==> config.mk <==
export PLATFORM = sky130hd
export DESIGN_NAME = keyword_token_counter_top
export DESIGN_NICKNAME = d
export VERILOG_FILES = /design/src/design/kwc_pkg.sv /design/src/design/keyword_token_counter_top.sv /design/src/design/kwc_front.sv /design/src/design/kwc_fifo.sv /design/src/design/kwc_back.sv
export SDC_FILE = /design/constraint.sdc
export NUM_CORES = 1
export LEC_CHECK = 0
export ABC_AREA = 1
export BUFFER_PORTS_ARGS = -buffer_cell sky130_fd_sc_hd__buf_2
export CAP_MARGIN = 20
export CORE_ASPECT_RATIO = 1.25
export CORE_MARGIN = 2
export CORE_UTILIZATION = 25
export CTS_BUF_LIST = sky130_fd_sc_hd__clkbuf_4 sky130_fd_sc_hd__clkbuf_8 sky130_fd_sc_hd__clkbuf_16
export DETAILED_ROUTE_END_ITERATION = 8
export GPL_TIMING_DRIVEN = 1
export PLACE_DENSITY_LB_ADDON = 0.3
export SLEW_MARGIN = 20
export SYNTH_ARGS = -nofsm -noshare
export SYNTH_HDL_FRONTEND = slang
export SYNTH_HIERARCHICAL = 1
export SYNTH_SLANG_ARGS = --single-unit
==> constraint.sdc <==
create_clock -name clk -period 6.8 [get_ports clk]
set_clock_uncertainty 0.05 [all_clocks]
set_input_delay 2.04 -clock clk [delete_from_list [all_inputs] [get_ports clk]]
set_output_delay 2.04 -clock clk [all_outputs]
set_load 0.005 [all_outputs]
==> src/design/kwc_pkg.sv <==
`timescale 1ns / 1ps
// ----------------------------------------------------------------------------
// kwc_pkg
// Shared types, operation codes and the keyword table of the keyword counter.
// ----------------------------------------------------------------------------
package kwc_pkg;

  localparam int NUM_KEYWORDS    = 21;
  localparam int MAX_KEY_LETTERS = 8;
  localparam int COUNT_BITS      = 16;

  localparam int KEY_IDX_W = 5;
  localparam int LEN_W     = $clog2(MAX_KEY_LETTERS + 1);
  localparam int TEXT_W    = 8 * MAX_KEY_LETTERS;
  localparam int CFG_W     = 4;
  localparam int CFG_IDX_W = 1;

  // operation codes
  localparam logic [1:0] OP_FEED = 2'd0;
  localparam logic [1:0] OP_EOS  = 2'd1;
  localparam logic [1:0] OP_READ = 2'd2;

  // register indexes
  localparam logic [CFG_IDX_W-1:0] REG_MIN_LEN = 1'd0;
  localparam logic [CFG_IDX_W-1:0] REG_MAX_LEN = 1'd1;

  localparam logic [CFG_W-1:0] MIN_LEN_RESET = 4'd2;
  localparam logic [CFG_W-1:0] MAX_LEN_RESET = 4'd8;

  typedef logic [TEXT_W-1:0] kw_text_t;
  typedef logic [LEN_W-1:0]  kw_len_t;

  // Letters are kept with the first letter in the highest used byte, zero
  // padded above, which is how a string literal packs into a vector.
  localparam kw_text_t KW_TEXT [NUM_KEYWORDS] = '{
    "auto", "break", "case", "char", "const",
    "continue", "default", "define", "do", "enum",
    "float", "for", "int", "long", "main",
    "signed", "struct", "unsigned", "void",
    "volatile", "while"
  };

  localparam kw_len_t KW_LEN [NUM_KEYWORDS] = '{
    4'd4, 4'd5, 4'd4, 4'd4, 4'd5,
    4'd8, 4'd7, 4'd6, 4'd2, 4'd4,
    4'd5, 4'd3, 4'd3, 4'd4, 4'd4,
    4'd6, 4'd6, 4'd8, 4'd4,
    4'd8, 4'd5
  };

  typedef struct packed {
    logic [1:0]           operation;
    logic [7:0]           data_byte;
    logic [KEY_IDX_W-1:0] key_index;
  } req_t;

  typedef struct packed {
    logic                 word_matched;
    logic [KEY_IDX_W-1:0] matched_index;
    logic [15:0]          count_value;
  } rsp_t;

  // command handed from the tokenizer to the counter bank
  typedef struct packed {
    logic                 word_matched;
    logic [KEY_IDX_W-1:0] matched_index;
    logic                 do_read;
    logic [KEY_IDX_W-1:0] key_index;
  } cmd_t;

endpackage

==> src/design/keyword_token_counter_top.sv <==
`timescale 1ns / 1ps
// ----------------------------------------------------------------------------
// keyword_token_counter_top
// C keyword frequency counter over a text byte stream.
// ----------------------------------------------------------------------------
// The block takes one request per clock while req_ready is high and returns
// exactly one response per request, in order. A request feeds a text byte,
// marks end of stream, or reads one keyword count. Letters gather into a
// word; a non-letter or end of stream closes it, and a closed word of allowed
// length that equals one of the 21 table words bumps that word's 16-bit
// saturating count. Words over 8 letters never match. The tokenizer's table
// compare is combinational, and the counter bank does a read-modify-write per
// command. A four-entry command queue registers each command and decouples
// the two halves; the response is registered from its head when the response
// side is not stalled, and req_ready drops only once that queue is full. The
// user must write the length bounds through cfg_we, cfg_index and cfg_data
// only while no request is in flight; the block does not enforce this.
// ----------------------------------------------------------------------------
module keyword_token_counter_top (
  input  logic                          clk,
  input  logic                          rst,
  input  logic                          cfg_we,
  input  logic [kwc_pkg::CFG_IDX_W-1:0] cfg_index,
  input  logic [kwc_pkg::CFG_W-1:0]     cfg_data,
  input  logic                          req_valid,
  output logic                          req_ready,
  input  kwc_pkg::req_t                 req,
  output logic                          rsp_valid,
  input  logic                          rsp_ready,
  output kwc_pkg::rsp_t                 rsp
);
  import kwc_pkg::*;

  logic accept;
  logic full;
  logic empty;
  logic pop;
  cmd_t push_cmd;
  cmd_t pop_cmd;

  // every accepted request pushes exactly one command
  assign req_ready = !full;
  assign accept    = req_valid && req_ready;

  kwc_front u_front (
    .clk       (clk),
    .rst       (rst),
    .cfg_we    (cfg_we),
    .cfg_index (cfg_index),
    .cfg_data  (cfg_data),
    .accept    (accept),
    .req       (req),
    .cmd       (push_cmd)
  );

  kwc_fifo u_fifo (
    .clk      (clk),
    .rst      (rst),
    .push     (accept),
    .push_cmd (push_cmd),
    .full     (full),
    .pop      (pop),
    .pop_cmd  (pop_cmd),
    .empty    (empty)
  );

  kwc_back u_back (
    .clk       (clk),
    .rst       (rst),
    .empty     (empty),
    .cmd       (pop_cmd),
    .pop       (pop),
    .rsp_valid (rsp_valid),
    .rsp_ready (rsp_ready),
    .rsp       (rsp)
  );

endmodule

==> src/design/kwc_front.sv <==
`timescale 1ns / 1ps
// ----------------------------------------------------------------------------
// kwc_front
// Tokenizer: gathers letters into words, matches finished words against the
// keyword table and issues one command per request.
// ----------------------------------------------------------------------------
module kwc_front (
  input  logic                          clk,
  input  logic                          rst,
  input  logic                          cfg_we,
  input  logic [kwc_pkg::CFG_IDX_W-1:0] cfg_index,
  input  logic [kwc_pkg::CFG_W-1:0]     cfg_data,
  input  logic                          accept,
  input  kwc_pkg::req_t                 req,
  output kwc_pkg::cmd_t                 cmd
);
  import kwc_pkg::*;

  logic [CFG_W-1:0] min_len;
  logic [CFG_W-1:0] max_len;
  kw_text_t         letters;
  kw_len_t          length;
  logic             too_long;

  logic                 is_letter;
  logic                 word_end;
  logic                 len_ok;
  logic                 hit;
  logic [KEY_IDX_W-1:0] hit_index;

  always_comb begin
    is_letter = (req.data_byte >= 8'h41 && req.data_byte <= 8'h5a) ||
                (req.data_byte >= 8'h61 && req.data_byte <= 8'h7a);
    word_end  = (req.operation == OP_EOS) || (req.operation == OP_FEED && !is_letter);
    len_ok    = !too_long && (length != '0) && (length >= min_len) && (length <= max_len);
  end

  // parallel compare against every table entry, lowest position wins
  always_comb begin
    hit       = 1'b0;
    hit_index = '0;
    for (int i = NUM_KEYWORDS - 1; i >= 0; i--) begin
      if (len_ok && length == KW_LEN[i] && letters == KW_TEXT[i]) begin
        hit       = 1'b1;
        hit_index = KEY_IDX_W'(i);
      end
    end
  end

  always_comb begin
    cmd.word_matched  = word_end && hit;
    cmd.matched_index = (word_end && hit) ? hit_index : '0;
    cmd.do_read       = (req.operation == OP_READ);
    cmd.key_index     = req.key_index;
  end

  always_ff @(posedge clk) begin
    if (rst) begin
      min_len  <= MIN_LEN_RESET;
      max_len  <= MAX_LEN_RESET;
      letters  <= '0;
      length   <= '0;
      too_long <= 1'b0;
    end else begin
      if (cfg_we) begin
        unique case (cfg_index)
          REG_MIN_LEN: min_len <= cfg_data;
          REG_MAX_LEN: max_len <= cfg_data;
          default: ;
        endcase
      end
      if (accept) begin
        if (word_end) begin
          letters  <= '0;
          length   <= '0;
          too_long <= 1'b0;
        end else if (req.operation == OP_FEED) begin
          // letter: shift in, or mark the word as over-long
          if (length < LEN_W'(MAX_KEY_LETTERS)) begin
            letters <= {letters[TEXT_W-9:0], req.data_byte};
            length  <= length + 1'b1;
          end else begin
            too_long <= 1'b1;
          end
        end
      end
    end
  end

endmodule

==> src/design/kwc_fifo.sv <==
`timescale 1ns / 1ps
// ----------------------------------------------------------------------------
// kwc_fifo
// Four-entry command queue between the tokenizer and the counter bank.
// ----------------------------------------------------------------------------
module kwc_fifo (
  input  logic          clk,
  input  logic          rst,
  input  logic          push,
  input  kwc_pkg::cmd_t push_cmd,
  output logic          full,
  input  logic          pop,
  output kwc_pkg::cmd_t pop_cmd,
  output logic          empty
);
  import kwc_pkg::*;

  localparam int DEPTH = 4;
  localparam int PTR_W = $clog2(DEPTH);

  cmd_t             entries [DEPTH];
  logic [PTR_W-1:0] wr_ptr;
  logic [PTR_W-1:0] rd_ptr;
  logic [PTR_W:0]   count;

  assign full    = (count == (PTR_W + 1)'(DEPTH));
  assign empty   = (count == '0);
  assign pop_cmd = entries[rd_ptr];

  always_ff @(posedge clk) begin
    if (push) begin
      entries[wr_ptr] <= push_cmd;
    end
  end

  always_ff @(posedge clk) begin
    if (rst) begin
      wr_ptr <= '0;
      rd_ptr <= '0;
      count  <= '0;
    end else begin
      if (push) wr_ptr <= wr_ptr + 1'b1;
      if (pop)  rd_ptr <= rd_ptr + 1'b1;
      case ({push, pop})
        2'b10:   count <= count + 1'b1;
        2'b01:   count <= count - 1'b1;
        default: count <= count;
      endcase
    end
  end

endmodule

==> src/design/kwc_back.sv <==
`timescale 1ns / 1ps
// ----------------------------------------------------------------------------
// kwc_back
// Counter bank: applies saturating increments and count reads in queue
// order, and holds the response register.
// ----------------------------------------------------------------------------
module kwc_back (
  input  logic          clk,
  input  logic          rst,
  input  logic          empty,
  input  kwc_pkg::cmd_t cmd,
  output logic          pop,
  output logic          rsp_valid,
  input  logic          rsp_ready,
  output kwc_pkg::rsp_t rsp
);
  import kwc_pkg::*;

  localparam logic [COUNT_BITS-1:0] COUNT_MAX = '1;

  logic [COUNT_BITS-1:0] counts [NUM_KEYWORDS];

  logic [KEY_IDX_W-1:0]  idx;
  logic                  in_range;
  logic [COUNT_BITS-1:0] cur;

  assign pop = !empty && (!rsp_valid || rsp_ready);

  always_comb begin
    idx      = cmd.do_read ? cmd.key_index : cmd.matched_index;
    in_range = (idx < KEY_IDX_W'(NUM_KEYWORDS));
    cur      = in_range ? counts[idx] : '0;
  end

  always_ff @(posedge clk) begin
    if (rst) begin
      for (int i = 0; i < NUM_KEYWORDS; i++) counts[i] <= '0;
    end else if (pop && cmd.word_matched && in_range && cur != COUNT_MAX) begin
      counts[idx] <= cur + 1'b1;
    end
  end

  always_ff @(posedge clk) begin
    if (rst) begin
      rsp_valid <= 1'b0;
    end else if (pop) begin
      rsp_valid <= 1'b1;
    end else if (rsp_ready) begin
      rsp_valid <= 1'b0;
    end
  end

  always_ff @(posedge clk) begin
    if (pop) begin
      rsp.word_matched  <= cmd.word_matched;
      rsp.matched_index <= cmd.matched_index;
      rsp.count_value   <= cmd.do_read ? 16'(cur) : '0;
    end
  end

endmodule
==> flow_summary.toml <==
[routing]
first_pass_iters = 5
remaining_drc_errors = 0
avgViaCountPerCell = 4.42
ant_nets = 0
wl_per_cell_um = 17.6
via_count = 21400
drt_iter0_drc = 1472
routed_wl_mm = 85.1

[layout]
fin_nets = 3396
area_growth_pct = 13.5
regArea_um2 = 15400
nFillCells = 11900
final_common_cell = "nand2_1"
drive_gt1_frac = 0.101
final_cell_mix = "941 x nand2_1, 680 x nor2_1, 454 x edfxtp_1, 399 x inv_1, 104 x o21ai_0"
antenna_cells = 0
finalInstanceArea_um2 = 31600
multiInputGateArea_um2 = 10100

[sta]
period_needed_ps = 6160
rsz0062_at_grt = "false"
hold_viol = 0
setup_ws_ps = 639
relSlewSlack = 0.199
fin_crit_sh = 0.906
fin_tns_setup_ps = 0
fmax_mhz = 162
finalMaxSlewViolations = 0
tightestPinTransition_ps = 1200
setup_viol = 0

[clock_tree]
cts_root_buf = "clkbuf_16"
post_cts_buffers = 0
cts_resized = 0
cts_buffers = 58
clkTransAtPathRegs_ps = 60
clockBufferDepth = 3
clkLatencyLatePin_ps = 630
htree_levels = 2
cts_tree = "built"
cts_hold_buf = 0
cts_sinks = 541

[die]
fp-row-count = 136
boundaryPins = 49
core-area_um2 = 110000
die_h_um = 377
die_w_um = 303
floorplan.initialDensity = 0.253
dieArea_um2 = 114000

[logic_synthesis]
synth_edf_count = 454
synth_top_cell_by_area = "edfxtp_1"
syn_inst = 3310
yosys_warnings = 6
synthFlopType = "edfxtp_1"
async_reset_ff_frac = 0
avgSynthCellArea_um2 = 8.42
synth-seq-area-share = 0.552
netlist_area_um2 = 27900
yosys-top-cells-area = "edfxtp_1 49%, nand2_1 13%, nor2_1 9.2%"
ys_ff_latch = 541
synth_top_area_frac = 0.489
yosys.cell_types.count = 51

[critical_path]
cp.required_ps = 6930
critPathLaunchType = "flop"
worstRegToRegCells = 23
end_kind = "flop"
worstPathArrival_ps = 6290
setup.worst_path.class = "reg -> reg"
r2r_end = "u_back/counts[5][8]"
rrSetupSlack_ps = 640
cp-endpoint = "u_back/counts[5][8]"
critPathMaxFanout = 58

[place]
routabilityCongestion = 0.907
port_buffers = 48
placed_area_um2 = 29600
pre_cts_ws_ps = 700
dp_hpwl_mm = 58.1

[global_routing]
grt_overflow = 0
grt_pass1_wl_mm = 130
grt.total_usage = 0.149
grt_max_degree = 75
antenna_found_initial = 1
grt_pass1_vias = 21300

[run_status]
status = "finished clean"

[hold_path]
hp-class = "reg -> reg"

[run]
max_cap_viol_count = 0
through the flow:
step,hold slack [ps],cells,utilization
floorplan,362,3357,-
global placement,391,4741,0.268
detailed placement,377,4741,0.268
CTS,394,4849,0.287
global route,433,4849,0.287
finish,399,4849,0.287
cell families after synthesis:
logic type                 synth area share
buffers and inverters                0.0956
other                              0.000135
AOI/OAI and AO/OA                    0.0472
DFF                                   0.552
adders and majority gates           0.00880
xor gates and xnor gates            0.00215
and+or+nand+nor                       0.295
metal layers:
| layer | wire length, um | vias up | track usage |
|---|---|---|---|
| met5 | 11 | - | 0 |
| met4 | 2790 | 2 | 0.0486 |
| met3 | 4080 | 145 | 0.0202 |
| met2 | 42700 | 534 | 0.263 |
| met1 | 35500 | 10300 | 0.185 |
| li1 | - | 10500 | - |
critical path, cell delays in order (launching register included):
cell     delay [ps]
dfxtp_1         580
inv_1           310
o21ai_1         150
o22ai_1          90
buf_4           190
nand2_4         340
nand2_8         340
buf_12          300
buf_4           180
nand2_1          50
nand2_1          60
nand2_1          70
nand2_1          60
nand2_1         150
nand4_1         110
nor2_1          140
ha_1            200
nand3_1         140
nor2_1          130
nand2_1         130
nor2_2          160
nand3_4         580
nand4_4         510
nand2_1         570
registers in the layout (all words and copies together), names as in the netlist, named ones only:
signal            cells
u_front/too_long      1
u_fifo/rd_ptr         2
u_back/counts       384
u_front/min_len       4
u_fifo/entries       48
u_fifo/count          3
u_back/rsp_valid      1
u_back/rsp           22
u_front/length        4
u_front/letters      64
u_fifo/wr_ptr         2
u_front/max_len       4
synth_stat cells (2+ instances only):
library cell	number
a211oi_1	9
a21oi_1	92
and3_1	3
buf_1	2
buf_12	2
buf_2	73
buf_4	20
buf_6	31
clkbuf_1	36
dfxtp_1	87
edfxtp_1	454
ha_1	18
inv_1	399
inv_2	22
nand2_1	942
nand2_2	11
nand2_4	5
nand2_8	3
nand3_1	90
nand3_2	2
nand3_4	13
nand3b_1	16
nand4_1	30
nand4_2	2
nand4_4	10
nor2_1	681
nor2_2	49
nor2_4	8
nor3_1	29
nor3_2	4
nor3_4	3
o211ai_1	3
o21ai_0	104
o21ai_1	23
o21bai_1	2
o22ai_1	13
xor2_1	5
layout make-up:
cell class              instances  area share
multi-input cells            2227       0.319
clock buffers                  71      0.0506
repair buffers                100      0.0223
clock inverters                37      0.0142
well taps                    1449      0.0573
flip-flops and latches        541       0.486
inverters                     424      0.0506
how the worst min path moves through the flow:
stage                     slack, ps          endpoint        startpoint  depth (start not counted)
after floorplan                 360              flop  u_fifo/rd_ptr[1]                          1
after CTS                       390  u_fifo/rd_ptr[1]  u_fifo/rd_ptr[1]                          1
final                           400              flop  u_fifo/rd_ptr[1]                          1
after global routing            430  u_fifo/rd_ptr[1]  u_fifo/rd_ptr[1]                          1
after detailed placement        380              flop  u_fifo/rd_ptr[1]                          1
after global placement          390  u_fifo/rd_ptr[1]  u_fifo/rd_ptr[1]                          1
Power is not shown: default switching activity piles up to over one toggle a cycle in this logic, so the estimate is an artifact.
